`src/rtl/bcne_ram.sv`:
```
// generic single-write single-read synchronous ram with registered read data
module bcne_ram #(
  parameter int WIDTH = 8,
  parameter int DEPTH = 64
) (
  input  logic                     clk_i,
  input  logic                     we_i,
  input  logic [$clog2(DEPTH)-1:0] waddr_i,
  input  logic [WIDTH-1:0]         wdata_i,
  input  logic                     re_i,
  input  logic [$clog2(DEPTH)-1:0] raddr_i,
  output logic [WIDTH-1:0]         rdata_o
);

  logic [WIDTH-1:0] mem_q [DEPTH];
  logic [WIDTH-1:0] rdata_q;

  // write port and registered read port, read data holds when idle
  always_ff @(posedge clk_i) begin
    if (we_i) begin
      mem_q[waddr_i] <= wdata_i;
    end
    if (re_i) begin
      rdata_q <= mem_q[raddr_i];
    end
  end

  assign rdata_o = rdata_q;

endmodule

```
`config.mk`:
```
export PLATFORM = sky130hd
export DESIGN_NAME = bcne_ram
export DESIGN_NICKNAME = d
export VERILOG_FILES = /design/src/rtl/bcne_ram.sv
export SDC_FILE = /design/constraint.sdc
export NUM_CORES = 1
export LEC_CHECK = 0
export ABC_CLOCK_PERIOD_IN_PS = 2300
export BUFFER_PORTS_ARGS = -buffer_cell sky130_fd_sc_hd__buf_4
export CAP_MARGIN = 10
export CORE_ASPECT_RATIO = 0.75
export CORE_UTILIZATION = 40
export CTS_BUF_LIST = sky130_fd_sc_hd__clkbuf_16
export DETAILED_ROUTE_END_ITERATION = 6
export GPL_TIMING_DRIVEN = 0
export PLACE_DENSITY = 0.51
export SYNTH_ARGS = -nofsm -noshare
export SYNTH_HDL_FRONTEND = slang
export SYNTH_SLANG_ARGS = --single-unit
```
`constraint.sdc`:
```
create_clock -name clk_i -period 2.3 [get_ports clk_i]
set_input_delay 0.115 -clock clk_i [delete_from_list [all_inputs] [get_ports clk_i]]
set_output_delay 0.115 -clock clk_i [all_outputs]
set_load 0.01 [all_outputs]
```
# Word-level counts from Yosys, hierarchy flattened
# Memory sizes are Yosys's and may differ from the RTL's. A register that Yosys moved wholly into a read port is not among the register bits.
# Index checks and enable logic that the tools add are counted.
# W data, S select, Z words.
# totals
register_bits	0
ram_bits	512
in_bits	23
out_inout_bits	8
elab_cells	3
n_memories	1
# memory_table
name	depth	word_bits	rd	rd_clocked_by_memory_dff	wr	line_no	source
mem_q	64	8	1	1	1	15	logic [WIDTH-1:0] mem_q [DEPTH];
# op_classes
mux	2
# op_table
operator	count
$mux W1	2

# Depth between registers and ports, before layout
# logic_depth
depth_word	2
depth_mapped	9
ltp_nobuf	5

# Least setup slack after synthesis
# No wires, ideal clock.
# synth_path
path_kind	input-to-reg
start	input port raddr_i[1]
end	register rdata_q[3] (netlist: rdata_o[3]), read port of mem_q (data pin)
setup_time_ns	0.266
arrival_time_ns	1.655
t_required_ns	2.034
path_slack_ns	0.379
path_stages	7
path_buffers	3
path_cell_list	buf_4 buf_2 buf_2 mux4_2 mux4_2 o21ai_1 o41ai_1
# synth_lines
item	line_no	source
start, declared	11	input logic [$clog2(DEPTH)-1:0] raddr_i,
end, declared	16	logic [WIDTH-1:0] rdata_q;

==> flow_metrics.tcl <==
set metrics [dict create \
    fin_cells 1715 \
    tritoncts "done" \
    tightest_slew_ns 1.24 \
    drive_gt1_frac 0.260 \
    endpoint_kind "flop" \
    ant_nets 0 \
    htreeDepth 2 \
    post-route-min-period_ns 2.31 \
    clk_pin_slew_ns 0.06 \
    crit_path_max_fanout 10 \
    core-area_sq_mm 0.0500 \
    insertion_delay_ns 0.60 \
    pwr_density_cell_mw_per_mm2 870 \
    num_vias 9811 \
    fin_crit_sh 1.00 \
    cp_data_required_time_ns 2.59 \
    yosysSeqAreaShare 0.771 \
    port-buffer-count 22 \
    hold_viol 0 \
    critPathKind "input port to flop" \
    violations "setup timing" \
    worstPathArrival_ns 2.60 \
    dp_hpwl_microns 33400 \
    die_h_microns 197 \
    area_delta_synth_final_pct 13.6 \
    start_util 0.405 \
    peakVddDrop_v 0.000587 \
    grt_max_degree 65 \
    synth-warning-count 0 \
    layout_commonest_cell "edfxtp_1" \
    synthesis.area_sq_mm 0.0202 \
    p_leak_nw 7.14 \
    grt_pass1_wl_microns 74700 \
    cts_made_buffers 51 \
    postSynth.asyncResetShare 0 \
    final_cell_area_sq_mm 0.0230 \
    relSlewSlack 0.175 \
    fmax_mhz 434 \
    nets 1041 \
    num_rows 71 \
    detail_route.wl_per_cell_microns 30.9 \
    drv_slew 0 \
    drt_iter0_drc 1233 \
    diodes 0 \
    status "finished with violations" \
    setup_violations 1 \
    first_pass_iters 7 \
    cts.path.max_buffers 3 \
    avgSynthCellArea_sq_um 21.5 \
    drv_cap 0 \
    grt.total_usage 0.212 \
    antenna_found_initial 4 \
    cts_setup_buffers 0 \
    die_width_microns 262 \
    synth-edff-count 520 \
    timing.final.ws_setup_ns -0.00677 \
    ys_seq_elements 520 \
    most-common-layout-cells "edfxtp_1, mux4_2, nor2_1, clkbuf_16, buf_4" \
    place_congestion 0.827 \
    cts.sinks 520 \
    synth_fp_nets 963 \
    vias_per_cell 5.72 \
    hp-class "input port to flop" \
    ios 31 \
    synth_cell_types 39 \
    synth_ff_type "edfxtp_1" \
    die_area_sq_mm 0.0515 \
    finClkSkew_ns 0.0212 \
    worstSetupStartpointType "input port" \
    routed_wl_microns 53000 \
    synthCells 940 \
    timing.hold.ws_ns 0.0879 \
    grt-ovfl-total 0 \
    post-route-util 0.460 \
    drc 0 \
    ctsRootBufferMaster "clkbuf_16" \
    placedCellCount 1619 \
    grt_pass1_vias 9680 \
    postPlaceCellArea_sq_mm 0.0212 \
]
## cell usage after synthesis (2+ instances only)
cell type | n | share of area
o21a_1 | 2 | 0.00074
buf_2 | 11 | 0.0027
o2bb2ai_1 | 3 | 0.0013
mux2i_1 | 23 | 0.011
edfxtp_1 | 520 | 0.77
o2111ai_1 | 3 | 0.0013
nor2_1 | 83 | 0.015
nor4_1 | 2 | 0.00062
a221oi_1 | 6 | 0.0026
o41ai_1 | 2 | 0.00087
nand2b_1 | 7 | 0.0022
o21ai_0 | 2 | 0.00049
a21oi_1 | 3 | 0.00074
nor2b_1 | 14 | 0.0043
nand4_1 | 2 | 0.00062
buf_6 | 4 | 0.0022
mux2_2 | 13 | 0.0072
o221a_2 | 2 | 0.0011
a211oi_1 | 4 | 0.0015
nand3_1 | 13 | 0.0032
a2111oi_0 | 2 | 0.00087
buf_12 | 2 | 0.0020
nand3b_1 | 3 | 0.0011
o32ai_1 | 2 | 0.00087
o221ai_1 | 8 | 0.0035
nand2_1 | 19 | 0.0035
clkbuf_1 | 17 | 0.0032
a22oi_1 | 3 | 0.0011
nor3_1 | 7 | 0.0017
mux4_2 | 126 | 0.14
buf_4 | 13 | 0.0048
o22ai_1 | 8 | 0.0025
buf_1 | 4 | 0.00074
o21ai_1 | 2 | 0.00049
## registers in the layout, summed over array words and instances (netlist names)
register and flops:
rdata_o 8, mem_q 512
## area by class of cell
cell class              instances  area (sq um)
flip-flops and latches        520         15600
plain buffers                  51           342
clock inverters                40           319
fillers                      4216         27000
multi-input cells             369          4370
well taps                     657           822
repair buffers                 25           193
clock buffers                  53          1330
## path summary, 6_finish.rpt
path | from | endpoint | slack, ns | cells after the start
worst max-delay path | raddr_i[2] | rdata_o[4] | -0.007 | 8
worst min-delay path | wdata_i[1] | mem_q[8][1] | 0.09 | 1
worst max register to register | mem_q[11][0] | rdata_o[0] | 0.07 | 5
worst min register to register | mem_q[7][7] | rdata_o[7] | 1.01 | 4
## kinds of logic after synthesis
logic type,share of synthesized area
flip-flops,0.771
buffers and inverters,0.0156
AND/OR/NAND/NOR,0.0337
AO/OA/AOI/OAI,0.0206
multiplexers,0.159
## per-stage QoR
step | worst slack, ns | TNS, ns | total power [W]
after floorplan | 0.379 | 0 | 0.0113
after global placement | -0.939 | -22.47 | 0.0118
after detailed placement | -0.915 | -30.00 | 0.0118
after CTS | 0.000645 | 0 | 0.0201
after global routing | -0.00925 | -0.00925 | 0.0205
final | -0.00677 | -0.00677 | 0.0200
## power breakdown
part / total, W / internal (W) / switching (W)
Clock: 0.00837 / 0.00481 / 0.00356
Combinational: 0.00112 / 0.000392 / 0.000728
Sequential: 0.0105 / 0.0105 / 0.0000164
Total: 0.0200 / 0.0157 / 0.00430
## timing repair
item / 4_1_cts / 5_1_grt
setup endpoints to repair: 6 / 8
hold endpoints to repair: 10 / 0
resized for setup: 10 / 9
pin swaps: 0 / 0
hold buffers: 2 / 0
## per-layer routing
metal,share of wire,up-vias,global-route usage
li1,-,4102,-
met1,0.48,5261,0.342
met2,0.42,376,0.281
met3,0.084,70,0.0538
met4,0.018,2,0.0521
met5,0.00028,-,0
## critical path, stage by stage
cell and delay (ns):
buf_2 0.18, buf_4 0.29, clkdlybuf4s15_1 0.75, mux4_2 0.42
mux2i_1 0.46, nand2_1 0.11, nand3_1 0.11, o32ai_2 0.13
Power figures use the tool's default switching activity.
