$ cat src/rtl/bcne_pkg.sv
// shared widths, defaults, operation codes and sequencer states of the neighbourhood engine
package bcne_pkg;

  // payload field widths
  localparam int FUNC_W   = 2;
  localparam int VERTEX_W = 6;
  localparam int COLOUR_W = 4;
  localparam int MASK_W   = 10;
  localparam int SIZE_W   = 4;
  localparam int COUNT_W  = 7;

  // default geometry
  localparam int VERTICES_DEFAULT = 64;
  localparam int COLOURS_DEFAULT  = 10;

  // operation codes
  typedef enum logic [FUNC_W-1:0] {
    FUNC_ADD_EDGE   = 2'd0,
    FUNC_SET_LIST   = 2'd1,
    FUNC_SET_COLOUR = 2'd2,
    FUNC_QUERY      = 2'd3
  } func_e;

  // sequencer states
  typedef enum logic [3:0] {
    ST_CLEAR,
    ST_IDLE,
    ST_EDGE_RD_V,
    ST_EDGE_WR_V,
    ST_EDGE_RD_W,
    ST_EDGE_WR_W,
    ST_ATTR_RD,
    ST_ATTR_WR,
    ST_Q_ROW,
    ST_Q_LOAD,
    ST_Q_WALK,
    ST_RESP
  } state_e;

endpackage

$ cat src/rtl/bcne_choose.sv
// builds the chosen colour set of a requested size from the neighbourhood union
module bcne_choose #(
  parameter int NUM_COLOURS = bcne_pkg::COLOURS_DEFAULT
) (
  input  logic [NUM_COLOURS-1:0]             union_i,
  input  logic [$clog2(NUM_COLOURS+1)-1:0]   size_i,
  output logic [NUM_COLOURS-1:0]             chosen_o
);
  import bcne_pkg::*;

  localparam int SZ_W = $clog2(NUM_COLOURS + 1);

  // population count over the colour set
  function automatic logic [SZ_W-1:0] ones(input logic [NUM_COLOURS-1:0] x);
    logic [SZ_W-1:0] n;
    n = '0;
    for (int k = 0; k < NUM_COLOURS; k++) begin
      n = n + SZ_W'(x[k]);
    end
    return n;
  endfunction

  logic [SZ_W-1:0] total;
  logic [SZ_W-1:0] set_below [NUM_COLOURS];
  logic [SZ_W-1:0] clr_below [NUM_COLOURS];
  logic [SZ_W-1:0] missing;
  logic            short;

  // keep set bits ranked below the size, then clear bits ranked below the shortfall
  always_comb begin
    total   = ones(union_i);
    short   = total < size_i;
    missing = size_i - total;
    for (int i = 0; i < NUM_COLOURS; i++) begin
      set_below[i] = ones(union_i & ((NUM_COLOURS'(1) << i) - NUM_COLOURS'(1)));
      clr_below[i] = SZ_W'(i) - set_below[i];
      if (union_i[i]) begin
        chosen_o[i] = set_below[i] < size_i;
      end else begin
        chosen_o[i] = short && (clr_below[i] < missing);
      end
    end
  end

endmodule

$ cat config.mk
export PLATFORM = sky130hd
export DESIGN_NAME = bcne_choose
export DESIGN_NICKNAME = d
export VERILOG_FILES = /design/src/rtl/bcne_pkg.sv /design/src/rtl/bcne_choose.sv
export SDC_FILE = /design/constraint.sdc
export NUM_CORES = 1
export LEC_CHECK = 0
export ABC_AREA = 1
export ABC_CLOCK_PERIOD_IN_PS = 10200
export BUFFER_PORTS_ARGS = -buffer_cell sky130_fd_sc_hd__buf_2
export CORE_ASPECT_RATIO = 1.5
export CORE_MARGIN = 2
export CORE_UTILIZATION = 60
export DETAILED_ROUTE_END_ITERATION = 7
export PLACE_DENSITY = 0.8
export SYNTH_ARGS = -nofsm -noshare
export SYNTH_HDL_FRONTEND = slang
export SYNTH_SLANG_ARGS = --single-unit
export TNS_END_PERCENT = 10
$ cat constraint.sdc
create_clock -name vclk -period 10.2
set_input_delay 2.04 -clock vclk [all_inputs]
set_output_delay 2.04 -clock vclk [all_outputs]
set_load 0.005 [all_outputs]
# Yosys cells after proc, flatten, opt, wreduce, memory -nomap -nowiden
# Index checks and enable logic that the tools add are counted.
word_totals:
  ff_bits: 0
  output_inout_bits: 10
  wordCells: 60
op_classes:
  addsub: 19
  magnitude_cmp: 21
  mux: 10
  n_reduce_logical: 10
ops:
  columns: ["cell", "count"]
  rows:
  - ["$lt 4x4->1", 18]
  - ["$add 4x1->4", 7]
  - ["$sub 3x4->4 const A", 4]
  - ["$logic_and 1x1->1", 10]
  - ["$mux 1", 10]
  - ["$lt 1x4->1 const A", 2]
  - ["$sub 2x4->4 const A", 2]
  - ["$sub 4x4->4 const A", 2]
  - ["$lt 1x4->1", 1]
  - ["$sub 4x4->4", 1]
  - ["$add 2x1->3", 1]
  - ["$add 1x1->2", 1]
  - ["$sub 1x1->2 const A", 1]

# Depth between registers and ports, before layout
# Gate-level depths: netlist (run 1).
logic_depth:
  ltp_word: 13
  ltp_mapped: 27
  mapped_depth_nobuf: 27

# Worst setup path after synthesis (run 1)
# Ideal clock, no wire load.
synth_path:
  kind: "input to output"
  startpoint: "in union_i[0]"
  endpoint: "out chosen_o[4]"
  t_arrival_ns: 7.001
  setup_slack_ns: 1.159
  path_stages: 17
  path_buffers: 0
  cell_sequence: "fa_1 -> ha_1 -> ha_1 -> ha_1 -> ha_1 -> ha_1 -> ha_1 -> ha_1 -> ha_1 -> fa_1 -> xnor2_1 -> inv_1 -> ha_1 -> o21ai_0 -> nand2_1 -> maj3_1 -> o31ai_1"
synth_via:
  elab_chain_len: 13
synth_rtl:
  columns: ["element", "line", "rtl"]
  rows:
  - ["from (decl)", "bcne_choose.sv:5", "input logic [NUM_COLOURS-1:0] union_i,"]
  - ["$add 1x1->2 *", "bcne_choose.sv:18", "n = n + SZ_W'(x[k]);"]
  - ["$add 2x1->3 *", "bcne_choose.sv:18", null]
  - ["$add 4x1->4 *", "bcne_choose.sv:18", null]
  - ["$add 4x1->4 (3 in series)", "bcne_choose.sv:18", null]
  - ["$add 4x1->4 (2 in series)", null, null]
  - ["$add 4x1->4", "bcne_choose.sv:18", null]
  - ["$sub 4x4->4", "bcne_choose.sv:33", "missing = size_i - total;"]
  - ["$lt 4x4->1", "bcne_choose.sv:40", "chosen_o[i] = short && (clr_below[i] < missing);"]
  - ["$logic_and 1x1->1", "bcne_choose.sv:40", null]
  - ["$mux 1 *", "bcne_choose.sv:37", "if (union_i[i]) begin"]
  - ["to (decl)", "bcne_choose.sv:7", "output logic [NUM_COLOURS-1:0] chosen_o"]
# Every way passes the cells marked *; elsewhere a longest branch is shown, timed or not.

# Worst setup path in the final report (run 1)
# Ends and elaborated chain as after synthesis.

==> run summary, run 1 <==
Post-CTS Hold Fix Bufs - 0
Final Hold Fails - 0
first-pass GRT wire length - 9.80 mm
Worst path slowest cell - fa_1
Switching Share - 0.618
Max Slew Vio Count - 0
largest net degree at the start of global routing - 12
CP Max Fanout - 7
max cap viols - 0
post_cts resized - 0
clk_buf instances - 0
syn nets - 415
Syn Inst Count - 340
Top cell by count, worst path - ha_1
Sequential Power Share - 0
vias in the first global route - 2209
Worst setup EP type - output pin
total gr overflow - 0
Critical Path Start Type - input port
Slew @ Worst Pin - 0.467 ns
antenna violations before repair - 0
Yosys cell types - 37
PwrDens - 284 nW/µm²
required time worst endpoint - 8.16 ns
Synth Warn # - 0
Crit Path Category - input port to output pin
DRT iter0 DRCs - 57
All-Layer GR Usage - 0.261
Die W - 56.1 µm
RSZ-0062 raised after global routing - false
peak supply drop - 0.000321 V
drt total wl - 5.75 mm
Slew HR - 0.686
Fmax - 0.102 GHz
FFs & Latches - 0
delay-heaviest family, CP - adder cells
final worst-path cycle share - 0.961
clock share of power - 0
Filler cells - 377
combinational share of power - 1.000
CP cell instances - buf_2 > fa_1 > ha_1 > ha_1 > ha_1 > ha_1 > ha_1 > ha_1 > ha_1 > ha_1 > fa_1 > xnor2_1 > inv_1 > ha_1 > o21ai_0 > nand2_1 > maj3_1 > o31ai_1 > buf_2
# rows - 28
internal power - 286 µW
setup TNS - 0 ns
die area - 4610 µm²
total vias in the final route - 2354
net switching power - 461 µW
Reg area - 0 µm²
fraction of layout cells with a size suffix above 1 - 0.260
diode count - 0
core outline area - 3920 µm²
Nets - 442
Setup Buffers After CTS - 0
worst hold path class - input port to output pin
Avg Inst Size Synth - 7.19 µm²
vias per cell - 5.74
outcome - completed
Leak - 1.46 nW
most frequent cells in the layout - nand2_1 (59), ha_1 (59), inv_1 (42)
buffers and inverters on the worst path - 3
Cell Area, Synth - 2440 µm²
# IOs - 24
P&R area growth vs syn - 7.68%
DP HPWL - 4.84 mm
WHS - 4.40 ns
Final min period - 9.81 ns
gp weighted congestion - 0.885
Final ANT Viol Nets - 0
DRC - 0
final core occ - 0.671
drt wl/cell - 14.0 µm
PortBufs - 24
CP max stage delay - 0.54 ns
Seq/Total Area, Yosys - 0
Arrival @ worst endpoint - 7.77 ns
DRT Pass-1 Iters - 4
final setup violation count - 0
Die Span Y - 82.2 µm
Initial Util - 0.623
Yosys cell counts (all sizes together):
cell type    n  area share
clkinv       1      0.0015
a211oi       1      0.0031
xor2         7       0.025
a2111oi      1      0.0036
a32o         1      0.0041
o21bai       1      0.0031
or2          1      0.0026
nand2      102        0.24
nand4        5       0.013
ha          59        0.30
nor3         2      0.0041
o21ai       20       0.046
o41ai        1      0.0036
nor2        12       0.032
clkbuf       1      0.0015
a21o         1      0.0031
a21oi       22       0.045
o21a         8       0.025
xnor2        2      0.0072
nand3       29        0.10
maj3         1      0.0041
o211ai       7       0.021
inv         49       0.076
fa           2       0.016
a21boi       1      0.0031
o31ai        3      0.0092
cell families (layout without fill, tap and decap cells):
kind of cell / count (synthesis) / after routing / share of synthesized area
buf+inv: 51 / 76 / 0.0793
xor+xnor: 9 / 9 / 0.0322
fa+ha+maj: 62 / 62 / 0.322
simple gates: 151 / 151 / 0.397
compound gates: 67 / 67 / 0.169
power groups by stage:
stage          sequential (mW)  combinational [mW]  clock [mW]
6_report                     0               0.746           0
5_1_grt                      0               0.841           0
4_1_cts                      0               0.743           0
3_5_place_dp                 0               0.736           0
3_3_place_gp                 0               0.715           0
2_1_floorplan                0               0.544           0
worst min-delay path: stages:
cell     delay [ns]
buf_2          0.12
o31ai_1        0.08
buf_2          0.12
cell type report:
cell class / count / area [µm²] / area share
timing repair buffer: 26 / 135 / 0.0513
inverter: 50 / 190 / 0.0722
tap: 45 / 56.3 / 0.0214
multi-input combinational: 289 / 2250 / 0.855
routing by layer:
metal / up-vias / GRT usage / share of wire
met3: 16 / 0.00623 / 0.031
met1: 1075 / 0.308 / 0.42
li1: 1212 / - / -
met5: - / 0 / 0
met4: 0 / 0.0905 / 0.038
met2: 51 / 0.506 / 0.51
final timing paths:
path / from / end / cells past startpoint / slack (ns)
setup / recovery: union_i[0] / chosen_o[4] / 19 / 0.39
hold / removal: union_i[4] / chosen_o[4] / 3 / 4.40
per-stage QoR:
step	setup WS [ns]	power (mW)	instance area [µm²]	cells
global placement	0.638	0.715	2630	410
detailed placement	0.428	0.736	2630	410
global route	0.0699	0.841	2630	410
floorplan	1.16	0.544	2440	340
CTS	0.413	0.743	2630	410
finish	0.394	0.746	2630	410
Note: power is estimated with default switching activity, not from simulation.
==> inputs of run 2 (changes only) <==
--- a/config.mk
+++ b/config.mk
@@ -8,5 +8,5 @@
 export ABC_AREA = 1
 export ABC_CLOCK_PERIOD_IN_PS = 10200
-export BUFFER_PORTS_ARGS = -buffer_cell sky130_fd_sc_hd__buf_2
+export BUFFER_PORTS_ARGS = -buffer_cell sky130_fd_sc_hd__clkbuf_2
 export CORE_ASPECT_RATIO = 1.5
 export CORE_MARGIN = 2
==> constraint.sdc (replaced) <==
create_clock -name vclk -period 10.2
set_input_delay 2.04 -clock vclk [all_inputs]
set_output_delay 2.04 -clock vclk [all_outputs]
set_load 0.01 [all_outputs]
==> run summary, run 2 (synthesis gave the netlist of run 1 again) <==
drt wl/cell - 14.2 µm (was 14.0 µm)
met1 layer usage reported by global route - 0.298 (was 0.308)
PortBufs - 24 (unchanged)
Leak - 1.47 nW (was 1.46 nW)
FFs & Latches - 0 (unchanged)
Sequential Power Share - 0 (about the same)
placed instance area - 2630 µm² (unchanged)
worst hold path class - input port to output pin (unchanged)
drt total wl - 5.83 mm (was 5.75 mm)
Slew @ Worst Pin - 0.495 ns (was 0.467 ns)
first-pass GRT wire length - 9.87 mm (was 9.80 mm)
grt met2 use - 0.522 (was 0.506)
peak supply drop - 0.000391 V (was 0.000321 V)
hold_sp - union_i[4] (unchanged)
largest net degree at the start of global routing - 12 (unchanged)
fraction of layout cells with a size suffix above 1 - 0.260 (unchanged)
diode count - 0 (unchanged)
Reg area - 0 µm² (unchanged)
post_cts resized - 0 (unchanged)
gp weighted congestion - 0.868 (was 0.885)
final core occ - 0.671 (unchanged)
All-Layer GR Usage - 0.263 (was 0.261)
Post-CTS Hold Fix Bufs - 0 (unchanged)
clock share of power - 0 (about the same)
Nets - 442 (unchanged)
clk_buf instances - 0 (unchanged)
DP HPWL - 4.92 mm (was 4.84 mm)
setup TNS - 0 ns (unchanged)
final setup violation count - 0 (unchanged)
Setup crit start - union_i[0] (unchanged)
Worst setup EP type - output pin (unchanged)
Final Hold Fails - 0 (unchanged)
vias in the first global route - 2225 (was 2209)
final worst-path cycle share - 0.958 (was 0.961)
max cap viols - 0 (unchanged)
RSZ-0062 raised after global routing - false (unchanged)
total vias in the final route - 2336 (was 2354)
Setup Buffers After CTS - 0 (unchanged)
Die Span Y - 82.2 µm (unchanged)
Final min period - 9.77 ns (was 9.81 ns)
required time worst endpoint - 8.16 ns (about the same)
total gr overflow - 0 (unchanged)
Critical Path Start Type - input port (unchanged)
Worst Setup Slack, final - 0.427 ns (was 0.394 ns)
outcome - completed (unchanged)
Design Area, Final - 2630 µm² (unchanged)
Arrival @ worst endpoint - 7.73 ns (was 7.77 ns)
Switching Share - 0.620 (was 0.618)
net switching power - 468 µW (was 461 µW)
DRT iter0 DRCs - 81 (was 57)
internal power - 286 µW (about the same)
Crit Path Category - input port to output pin (unchanged)
Final Instance Count excl. Fillers - 410 (unchanged)
Max Slew Vio Count - 0 (unchanged)
combinational share of power - 1.000 (about the same)
Slew HR - 0.670 (was 0.686)
CP Max Fanout - 7 (unchanged)
Initial Util - 0.623 (unchanged)
met3 Usage GRT - 0.0140 (was 0.00623)
die area - 4610 µm² (unchanged)
DRT Pass-1 Iters - 4 (unchanged)
most frequent cells in the layout - nand2_1 (59), ha_1 (59), inv_1 (42) (unchanged)
PwrDens - 287 nW/µm² (was 284 nW/µm²)
vias per cell - 5.70 (was 5.74)
# IOs - 24 (unchanged)
core outline area - 3920 µm² (unchanged)
# rows - 28 (unchanged)
placed insts - 410 (unchanged)
post-place setup slack - 0.449 ns (was 0.428 ns)
Die W - 56.1 µm (unchanged)
DRC - 0 (unchanged)
P&R area growth vs syn - 7.68% (unchanged)
GRT busiest layer - met2 (unchanged)
antenna violations before repair - 0 (unchanged)
Fmax - 0.102 GHz (about the same)
Final ANT Viol Nets - 0 (unchanged)
## run 2: power groups by stage
| stage | clock [mW] | sequential [mW] | combinational (mW) |
|---|---|---|---|
| after floorplan | 0 | 0 | 0.554 |
| after global placement | 0 | 0 | 0.727 |
| after detailed placement | 0 | 0 | 0.745 |
| after CTS | 0 | 0 | 0.751 |
| after global routing | 0 | 0 | 0.850 |
| final | 0 | 0 | 0.754 |
## run 2: per-stage QoR
step,hold slack (ns),power (mW)
2_1_floorplan,4.17,0.554
3_3_place_gp,4.41,0.727
3_5_place_dp,4.41,0.745
4_1_cts,4.41,0.751
5_1_grt,4.45,0.850
6_report,4.41,0.754
## run 2: per-layer routing
layer | routed length (µm) | vias up
met5 | 0 | -
met1 | 2390 | 1060
li1 | - | 1208
met4 | 208 | 0
met2 | 3060 | 49
met3 | 170 | 19
## run 2: path summary, 6_finish.rpt
kind	slack (ns)	endpoint	cells after the start
max	0.43	chosen_o[4]	19
min	4.41	chosen_o[4]	3
## run 2: final cells by class
class | instances | area (µm²)
multi-input cells | 289 | 2250
fillers | 369 | 1290
inverters | 50 | 190
repair buffers | 26 | 135
well taps | 45 | 56.3
## run 2: worst max-delay path, stage by stage
cell      delay (ns)
clkbuf_2        0.14
fa_1            0.55
ha_1            0.39
ha_1            0.36
ha_1            0.39
ha_1            0.37
ha_1            0.34
ha_1            0.33
ha_1            0.21
ha_1            0.33
fa_1            0.43
xnor2_1         0.38
inv_1           0.26
ha_1            0.34
o21ai_0         0.07
nand2_1         0.08
maj3_1          0.34
o31ai_1         0.20
clkbuf_2        0.17
==> inputs of run 3 (changes only) <==
- RECOVER_POWER: default -> 50
==> run summary, run 3 (synthesis gave the netlist of run 1 again) <==
drt wl/cell - 14.2 µm (about the same)
Crit Path Category - input port to output pin (unchanged)
met1 layer usage reported by global route - 0.298 (unchanged)
WHS - 4.41 ns (about the same)
Final ANT Viol Nets - 0 (unchanged)
Reg area - 0 µm² (unchanged)
DRC - 0 (unchanged)
All-Layer GR Usage - 0.263 (unchanged)
hold_sp - union_i[4] (unchanged)
total gr overflow - 0 (unchanged)
vias in the first global route - 2225 (unchanged)
required time worst endpoint - 8.16 ns (about the same)
Final Hold Fails - 0 (unchanged)
Arrival @ worst endpoint - 7.72 ns (was 7.73 ns)
Final Total Pwr - 748 µW (was 754 µW)
FFs & Latches - 0 (unchanged)
antenna violations before repair - 0 (unchanged)
internal power - 280 µW (was 286 µW)
DP HPWL - 4.92 mm (unchanged)
Worst setup EP type - output pin (unchanged)
post-place setup slack - 0.449 ns (unchanged)
Switching Share - 0.625 (was 0.620)
CP Max Fanout - 7 (unchanged)
combinational share of power - 1.000 (about the same)
vias per cell - 5.74 (was 5.70)
Slew HR - 0.666 (was 0.670)
grt met2 use - 0.522 (unchanged)
final worst-path cycle share - 0.957 (was 0.958)
Worst Setup Slack, final - 0.438 ns (was 0.427 ns)
Die W - 56.1 µm (unchanged)
Final min period - 9.76 ns (was 9.77 ns)
worst hold path class - input port to output pin (unchanged)
total vias in the final route - 2355 (was 2336)
clk_buf instances - 0 (unchanged)
Max Slew Vio Count - 0 (unchanged)
RSZ-0062 raised after global routing - false (unchanged)
max cap viols - 0 (unchanged)
Slew @ Worst Pin - 0.500 ns (was 0.495 ns)
Initial Util - 0.623 (unchanged)
Critical Path Start Type - input port (unchanged)
# IOs - 24 (unchanged)
Sequential Power Share - 0 (about the same)
outcome - completed (unchanged)
fraction of layout cells with a size suffix above 1 - 0.249 (was 0.260)
Post-CTS Hold Fix Bufs - 0 (unchanged)
PortBufs - 24 (unchanged)
setup TNS - 0 ns (unchanged)
Nets - 442 (unchanged)
clock share of power - 0 (about the same)
largest net degree at the start of global routing - 12 (unchanged)
DRT Pass-1 Iters - 4 (unchanged)
GRT busiest layer - met2 (unchanged)
final setup violation count - 0 (unchanged)
Hold Path Depth - 3 (unchanged)
Setup Buffers After CTS - 0 (unchanged)
most frequent cells in the layout - nand2_1 (59), ha_1 (59), inv_1 (42) (unchanged)
met3 Usage GRT - 0.0140 (unchanged)
Fmax - 0.102 GHz (about the same)
Die Span Y - 82.2 µm (unchanged)
P&R area growth vs syn - 7.11% (was 7.68%)
first-pass GRT wire length - 9.87 mm (unchanged)
diode count - 0 (unchanged)
drt total wl - 5.84 mm (was 5.83 mm)
Hold EP - chosen_o[4] (unchanged)
core outline area - 3920 µm² (unchanged)
die area - 4610 µm² (unchanged)
net switching power - 467 µW (was 468 µW)
gp weighted congestion - 0.868 (unchanged)
peak supply drop - 0.000391 V (about the same)
# rows - 28 (unchanged)
PwrDens - 285 nW/µm² (was 287 nW/µm²)
post_cts resized - 0 (unchanged)
DRT iter0 DRCs - 81 (unchanged)
Leak - 1.46 nW (was 1.47 nW)
run 3: changes by cell type in the layout (fill, tap and decap cells not counted):
cell / previous run / this run
nor2_4: 2 / 1
buf_4: 2 / 1
clkbuf_1: 0 / 3
nor2_1: 8 / 9
clkbuf_2: 24 / 22
run 3: metrics by stage:
| stage | instances | util | area, µm² |
|---|---|---|---|
| floorplan | 340 | - | 2440 |
| global placement | 410 | 0.671 | 2630 |
| detailed placement | 410 | 0.671 | 2630 |
| CTS | 410 | 0.671 | 2630 |
| global route | 410 | 0.667 | 2620 |
| finish | 410 | 0.667 | 2620 |
run 3: cell type report:
class | count | area, µm²
Fill cell | 370 | 1310
Inverter | 50 | 190
Multi-Input combinational cell | 289 | 2240
Tap cell | 45 | 56.3
Timing Repair Buffer | 26 | 129
run 3: worst max-delay path, stage by stage:
cell	delay [ns]
clkbuf_2	0.14
fa_1	0.55
ha_1	0.39
ha_1	0.36
ha_1	0.39
ha_1	0.37
ha_1	0.34
ha_1	0.33
ha_1	0.21
ha_1	0.33
fa_1	0.43
xnor2_1	0.37
inv_1	0.25
ha_1	0.34
o21ai_0	0.07
nand2_1	0.08
maj3_1	0.34
o31ai_1	0.20
clkbuf_2	0.17
run 3: routing by layer:
layer | part of all wire | wire, µm | vias up
li1 | - | - | 1207
met1 | 0.42 | 2430 | 1080
met3 | 0.023 | 135 | 18
met5 | 0 | 0 | -
met2 | 0.53 | 3090 | 50
met4 | 0.031 | 182 | 0
run 3: how the worst max path moves through the flow:
stage / cells after the start / startpoint / to / slack, ns
5_1_grt: 22 / union_i[0] / chosen_o[4] / 0.002
4_1_cts: 19 / union_i[0] / chosen_o[4] / 0.44
3_3_place_gp: 19 / union_i[0] / chosen_o[4] / 0.60
6_report: 19 / union_i[0] / chosen_o[4] / 0.44
2_1_floorplan: 17 / union_i[0] / chosen_o[4] / 1.05
3_5_place_dp: 19 / union_i[0] / chosen_o[4] / 0.45
run 3: power groups by stage:
stage | combinational, mW | clock, mW | sequential, mW
3_5_place_dp | 0.745 | 0 | 0
6_report | 0.748 | 0 | 0
2_1_floorplan | 0.554 | 0 | 0
4_1_cts | 0.751 | 0 | 0
5_1_grt | 0.842 | 0 | 0
3_3_place_gp | 0.727 | 0 | 0
